$ cat src/rtl/assert_macros.svh
// Assertion shorthands shared by the RTL files. Each expands to one labeled
// concurrent assertion on the rising edge of clk.
`ifndef ASSERT_MACROS_SVH
`define ASSERT_MACROS_SVH

// Checked only outside reset.
`define ABB_ASSERT(lbl, prop, msg) \
  lbl: assert property (@(posedge clk) disable iff (rst) prop) else $error(msg);

// Checked on every edge, reset included.
`define ABB_ASSERT_ALWAYS(lbl, prop, msg) \
  lbl: assert property (@(posedge clk) prop) else $error(msg);

`endif

$ cat src/rtl/abb_pkg.sv
`timescale 1ns / 1ps
// ----------------------------------------------------------------------------
// abb_pkg
// Shared types and constants of the transformed box bound pipeline.
// ----------------------------------------------------------------------------
package abb_pkg;

  localparam int QW        = 32;               // value width
  localparam int FRAC_BITS = 16;               // fraction bits, 8..24
  localparam int PROD_W    = 2 * QW;           // full product width
  localparam int TERM_W    = PROD_W - FRAC_BITS; // product after floor shift
  localparam int SUM_W     = TERM_W + 1;       // bound plus term, no wrap
  localparam int AXES      = 3;

  localparam logic signed [QW-1:0] Q_MAX = {1'b0, {(QW-1){1'b1}}};
  localparam logic signed [QW-1:0] Q_MIN = {1'b1, {(QW-1){1'b0}}};

  typedef struct packed {
    logic signed [QW-1:0] coef_x;
    logic signed [QW-1:0] coef_y;
    logic signed [QW-1:0] coef_z;
    logic signed [QW-1:0] offset;
    logic signed [QW-1:0] lo_x;
    logic signed [QW-1:0] lo_y;
    logic signed [QW-1:0] lo_z;
    logic signed [QW-1:0] hi_x;
    logic signed [QW-1:0] hi_y;
    logic signed [QW-1:0] hi_z;
  } item_t;

  typedef struct packed {
    logic signed [QW-1:0] bound_low;
    logic signed [QW-1:0] bound_high;
    logic                 overflow;
  } result_t;

  // Sorted pair of truncated products for one source axis.
  typedef struct packed {
    logic signed [TERM_W-1:0] lo;
    logic signed [TERM_W-1:0] hi;
  } term_pair_t;

  // Running bounds plus the terms still to be added; terms[0] is next.
  typedef struct packed {
    logic signed [QW-1:0] low;
    logic signed [QW-1:0] high;
    logic                 ovf;
    term_pair_t [AXES-1:0] terms;
  } track_t;

endpackage

$ cat src/rtl/abb_acc_stage.sv
`timescale 1ns / 1ps
`include "assert_macros.svh"
// ----------------------------------------------------------------------------
// abb_acc_stage
// One saturating accumulate stage: add the next sorted term pair to the
// bounds, clamp to the 32-bit range, and shift the remaining terms down.
// ----------------------------------------------------------------------------
module abb_acc_stage (
  input  logic            clk,
  input  logic            rst,
  input  logic            up_valid,
  output logic            up_ready,
  input  abb_pkg::track_t up_data,
  output logic            dn_valid,
  input  logic            dn_ready,
  output abb_pkg::track_t dn_data
);

  logic signed [abb_pkg::SUM_W-1:0] sum_low;
  logic signed [abb_pkg::SUM_W-1:0] sum_high;
  logic                             fit_low;
  logic                             fit_high;
  abb_pkg::track_t                  dn_data_next;

  assign up_ready = !dn_valid || dn_ready;

  always_comb begin
    sum_low  = abb_pkg::SUM_W'(up_data.low) +
               abb_pkg::SUM_W'(up_data.terms[0].lo);
    sum_high = abb_pkg::SUM_W'(up_data.high) +
               abb_pkg::SUM_W'(up_data.terms[0].hi);
    // in range when all bits above the value's sign bit match it
    fit_low  = (&sum_low[abb_pkg::SUM_W-1:abb_pkg::QW-1]) ||
               !(|sum_low[abb_pkg::SUM_W-1:abb_pkg::QW-1]);
    fit_high = (&sum_high[abb_pkg::SUM_W-1:abb_pkg::QW-1]) ||
               !(|sum_high[abb_pkg::SUM_W-1:abb_pkg::QW-1]);

    dn_data_next = up_data;
    if (fit_low) begin
      dn_data_next.low = sum_low[abb_pkg::QW-1:0];
    end else begin
      dn_data_next.low = sum_low[abb_pkg::SUM_W-1] ? abb_pkg::Q_MIN
                                                   : abb_pkg::Q_MAX;
    end
    if (fit_high) begin
      dn_data_next.high = sum_high[abb_pkg::QW-1:0];
    end else begin
      dn_data_next.high = sum_high[abb_pkg::SUM_W-1] ? abb_pkg::Q_MIN
                                                     : abb_pkg::Q_MAX;
    end
    dn_data_next.ovf = up_data.ovf || !fit_low || !fit_high;
    dn_data_next.terms = {abb_pkg::term_pair_t'('0),
                          up_data.terms[abb_pkg::AXES-1:1]};
  end

  always_ff @(posedge clk) begin
    if (rst) begin
      dn_valid <= 1'b0;
    end else if (up_ready) begin
      dn_valid <= up_valid;
    end
  end

  always_ff @(posedge clk) begin
    if (up_ready && up_valid) begin
      dn_data <= dn_data_next;
    end
  end

  `ABB_ASSERT(a_load_shows, up_valid && up_ready |=> dn_valid,
              "loaded item not shown")
  `ABB_ASSERT(a_ovf_sticky, up_valid && up_ready && up_data.ovf |=> dn_data.ovf,
              "overflow lost")
  `ABB_ASSERT(a_stall_hold, dn_valid && !dn_ready |=> dn_valid && $stable(dn_data),
              "stalled item changed")
  `ABB_ASSERT_ALWAYS(a_reset_empty, rst |=> !dn_valid, "stage not empty after reset")

endmodule

$ cat config.mk
export PLATFORM = sky130hd
export DESIGN_NAME = abb_acc_stage
export DESIGN_NICKNAME = d
export VERILOG_FILES = /design/src/rtl/abb_pkg.sv /design/src/rtl/abb_acc_stage.sv
export VERILOG_INCLUDE_DIRS = /design/src /design/src/rtl
export SDC_FILE = /design/constraint.sdc
export NUM_CORES = 1
export LEC_CHECK = 0
export ABC_AREA = 1
export BUFFER_PORTS_ARGS = -buffer_cell sky130_fd_sc_hd__buf_2
export CAP_MARGIN = 20
export CORE_AREA = 2 2 276 278
export CTS_CLUSTER_SIZE = 14
export DETAILED_ROUTE_END_ITERATION = 6
export DIE_AREA = 0 0 278 280
export PLACE_DENSITY_LB_ADDON = 0.25
export SETUP_SLACK_MARGIN = 0.4
export SYNTH_ARGS = -nofsm -noshare
export SYNTH_HDL_FRONTEND = slang
export SYNTH_SLANG_ARGS = --single-unit
$ cat constraint.sdc
create_clock -name clk -period 43.4 [get_ports clk]
set_input_delay 4.34 -clock clk [delete_from_list [all_inputs] [get_ports clk]]
set_output_delay 4.34 -clock clk [all_outputs]
set_load 0.03 [all_outputs]
## After elaboration in Yosys (flattened, before gate mapping)

Cells that the tools add are included.

| storage, ports and cells | value |
|---|---|
| bits in registers | 258 |
| ROM bits | 0 |
| output and inout bits | 355 |
| memory bits (writable) | 0 |
| input port bits | 357 |
| memories kept | 0 |
| logic and storage cells | 29 |
| latch bits | 0 |

| cells by class | value |
|---|---|
| reductions and logical operators | 15 |
| mux-type cells | 4 |
| shift-type cells | 0 |
| multipliers | 0 |
| div/mod/pow operators | 0 |
| bitwise logic cells | 0 |
| magnitude comparators | 0 |
| add/sub/neg operators | 2 |
| equal/unequal tests | 0 |

Operators by type and width:

| operator | number |
|---|---|
| 32-bit 2-to-1 mux | 4 |
| 32-bit by 48-bit adder with 49-bit output | 2 |
| 18-bit AND reduction | 2 |
| 18-bit OR reduction | 2 |
| 1-bit logical NOT | 5 |
| 1-bit logical OR | 5 |
| 1-bit logical AND | 1 |

## Longest topological paths before layout

| depth | value |
|---|---|
| depth after elaboration | 7 |
| depth in mapped cells | 22 |
| depth with buffers taken out | 21 |

## Worst setup path after synthesis

No wires, ideal clock.

| timing | value |
|---|---|
| kind | input -> register |
| start | input up_valid |
| end | register dn_data[0] (netlist name) (enable) |
| setup time | 0.961 ns |
| buffers on the path | 0 |
| cell stages on the path | 2 |
| required time | 42.439 ns |
| arrival | 16.705 ns |
| setup slack | 25.734 ns |
| cells stage by stage | inv_1 > a21oi_1 |

| between the ends | value |
|---|---|
| word-level cells in the longest chain between the ends | 1 |

Ends and longest elaborated chain:

| element | line | text |
|---|---|---|
| start, declared | abb_acc_stage.sv:11 | `input logic up_valid,` |
| 1-bit logical AND | abb_acc_stage.sv:65 | `if (up_ready && up_valid) begin` |
| end signal, assigned | abb_acc_stage.sv:66 | `dn_data <= dn_data_next;` |
| end, declared | abb_acc_stage.sv:16 | `output abb_pkg::track_t dn_data` |

Every way passes these cells.
A chain may end at the register's enable or synchronous reset.

## Worst setup path after layout

| timing | value |
|---|---|
| start | input dn_ready |
| end | output up_ready |

| between the ends | value |
|---|---|
| word-level cells in the longest chain between the ends | 1 |

Ends and longest elaborated chain:

| element | line | text |
|---|---|---|
| start, declared | abb_acc_stage.sv:15 | `input logic dn_ready,` |
| 1-bit logical OR | abb_acc_stage.sv:25 | `assign up_ready = !dn_valid \|\| dn_ready;` |
| end, declared | abb_acc_stage.sv:12 | `output logic up_ready,` |

Every way passes these cells.

==> summary.txt <==
Outcome
  • Status: finished clean

Yosys
  • Top cells by area, synth: edfxtp_1 44%, nand2_1 20%, inv_1 8.2%
  • Simple-gate share of the synthesized area: between 20% and 30%
  • Sequential share of the synthesized area: 43.99%
  • Xor and xnor area share after synthesis: 2.888%
  • Post-Synth Adder-Cell Area: 7.056%
  • Asr flop ratio synth: 0%
  • Ys Warns: 0
  • Synth top cells by count: 918 x nand2_1, 386 x inv_1, 257 x edfxtp_1
  • Main combinational cell family by area after synthesis: simple AND/OR/NAND/NOR gates
  • Seq cells post-synth: 258
  • Post-synthesis mux area share: 0%
  • Cell accounting for the most synthesized area: edfxtp_1
  • Compound-gate portion of the synthesized area: 3.094%
  • Cells after Synth: 2313
  • Syn avg cell area: between 7 and 8 um^2
  • Synth Cell Area: around 0.018 mm^2
  • Post-synth EDFFs: 257
  • Share of the synthesized area in the top cell type: 43.88%
  • Count leader, synth: nand2_1
  • Top_reg_cell synth: edfxtp_1
  • Yosys cell types: 31

Drt
  • DRC Markers: 0
  • Total Wirelength: 79.07 mm
  • Routed len/inst: between 15 and 20 um
  • 1st-iter DRT viols: 1346
  • Post-route ant nets: 0
  • Detailed-route via count: roughly 17000
  • DR pass1 iterations: 5
  • Vias per cell: 4.262

Layout
  • Non-filler cells, final: 3964
  • Layout cell share with drive strength beyond 1: 23.46%
  • Post-Layout Inst Area: 0.02257 mm^2
  • Synth-to-layout area growth: 28.33%
  • Fillers: 8357
  • # nets final: 3409

Clock tree
  • Post-CTS sizing: 0
  • CTS tree: done
  • Clk sinks: about 260
  • Postcts setup bufs: 0
  • H-tree depth: 2
  • CTS Buffer Depth: 3
  • Clk_lat worst skew: 0.55 ns
  • Clock root buffer: clkbuf_16
  • Hold_buf cts: 0
  • CTS buffer count: 35
  • CTS clk-pin slew, worst paths: about 0.06 ns

Place
  • GP Congestion: 0.9316
  • DP Area: 0.02145 mm^2
  • Dpl hpwl: 68.27 mm
  • Placed Cells: between 3000 and 4000
  • Post-placement worst setup slack: 34.17 ns
  • Port bufs: 615

Global route
  • Initial antenna violation count: 58
  • Total track usage: between 10% and 20%
  • GRT overflow: 0
  • Largest net degree at the start of global routing: 180
  • Vias in the first global route: 15180
  • First-pass GRT wire length: 108.1 mm

Floorplan
  • Die height: 280 um
  • Die width: 278 um
  • Starting Density: 23.39%
  • Total die area: 0.07784 mm^2
  • Rows: 101
  • CORE AREA: 0.07519 mm^2
  • I/O pins: ~700

Run
  • Number of max-cap violations: 0

Power and ir drop
  • Lkg Pwr: 11.71 nW
  • PwrDens: about 36 mW/mm^2
  • Worst vdd ir: 0.02562 mV

Timing
  • Endpoints failing hold: 0
  • Worst slew pin tran: 1.082 ns
  • Final worst-path cycle share: 21.28%
  • Layout Skew: 0.02735 ns
  • Setup TNS: 0 ns
  • Max frequency: approximately 0.11 GHz
  • Slew margin rel.: 27.71%
  • Smallest hold slack: 0.5905 ns
  • # setup viols final: 0
  • Max Slew Vio Count: 0
  • Final worst path period need: 9.234 ns
  • RSZ-0062 raised after global routing: false
  • Final WS setup: 34.17 ns

Worst hold path
  • Worst hold path type: flip-flop to flip-flop
  • Hold Path Depth: 2
  • Hold Path Sink: dn_valid
  • Hold_sp: dn_valid

Critical path
  • Crit Reg-Reg Endpoint: dn_data[303]
  • Critical path peak fanout: 2
  • CP max stage delay: 0.20 ns
  • CP Cell Sequence: buf_2 -> inv_1 -> nand2_1 -> buf_2
  • FF-to-FF setup slack: 40.79 ns
  • Slowest-stage cell, CP: buf_2
  • Critical Path Sink Type: output pin
  • Critical path arrival: roughly 4.9 ns
  • WP buf/inv: 3
  • WP data required: 39.06 ns
  • Family with the most delay on the worst path: buffers and inverters
  • Startpoint types: input port
  • Kind of critical path: input port to output pin
  • Worst reg2reg startpoint: dn_valid
  • Most frequent CP cell: buf_2
  • R2r worst-path depth: 2
## worst register-to-register path: stages (launching register included)
cell and delay, ns:
dfxtp_1 0.35, a21oi_4 0.85, buf_12 0.77
## how the worst max path moves through the flow
stage	start	to	slack (ns)	cells past startpoint
after floorplan	up_valid	dn_data[0]	25.73	2
final	dn_ready	up_ready	34.17	4
after CTS	dn_ready	up_ready	34.17	4
after global routing	dn_ready	up_ready	34.12	4
after detailed placement	dn_ready	up_ready	34.17	4
after global placement	dn_ready	up_ready	34.16	4
## kinds of logic (layout without fill, tap and decap cells)
kind of cell,after synthesis,count (layout)
and+or+nand+nor,1299,1299
buffers and inverters,500,1071
DFF,258,258
AOI/OAI and AO/OA,99,99
adders and majority gates,98,98
xor gates and xnor gates,58,58
other,1,103
## metal layers
| metal | vias to the layer above | track usage (%) | share of wire [%] |
|---|---|---|---|
| li1 | 8355 | - | - |
| met1 | 7620 | 26.43 | 45 |
| met2 | 778 | 31.06 | 45 |
| met3 | 137 | 4.780 | 8.3 |
| met4 | 6 | 4.103 | 1.8 |
| met5 | - | 0 | 0.043 |
## sequential cells by signal, indices dropped and copies added, names as in the netlist
register  cells
dn_data     257
dn_valid      1
## per-stage QoR
stage               util, %  total power [mW]
finish                30.02            0.8236
global route          30.01            0.8660
CTS                   30.00            0.8341
detailed placement    28.52            0.5421
global placement      28.52            0.5420
floorplan                 -            0.4691
## area by class of cell
type                       instances  area [um^2]  area share (%)
antenna                            7        17.52         0.07761
clock buffer                      44        930.9           4.124
clock inverter                    18        177.7          0.7871
inverter                         392         1471           6.519
multi-input combinational       1650         7908           35.03
sequential                       258         7737           34.28
tap                              978         1224           5.421
timing repair buffer             617         3105           13.76
## cell usage in the layout (no fill, tap or decap), types with 3 or more instances in the layout
cell       count
nand2_1      918
buf_2        615
inv_1        386
edfxtp_1     257
nor2_1       196
nand3_1       99
ha_1          96
conb_1        96
a21oi_1       69
xor2_1        41
clkbuf_16     36
nand4_1       34
xnor2_1       17
nor3_1        14
nor2_2        11
o21bai_1       8
clkinv_1       8
clkbuf_1       8
diode_2        7
nand2_2        7
nand3_2        7
a31oi_1        7
inv_2          6
o21ai_0        6
o21a_1         5
nand3b_1       4
and2_1         4
a21o_1         3
bufinv_16      3
clkinv_2       3
## where the power goes
part	switching, mW	internal, mW	total [mW]
registers	0.00628	0.298	0.304
clock network	0.116	0.170	0.286
logic	0.168	0.0652	0.233
Power figures use the tool's default switching activity.
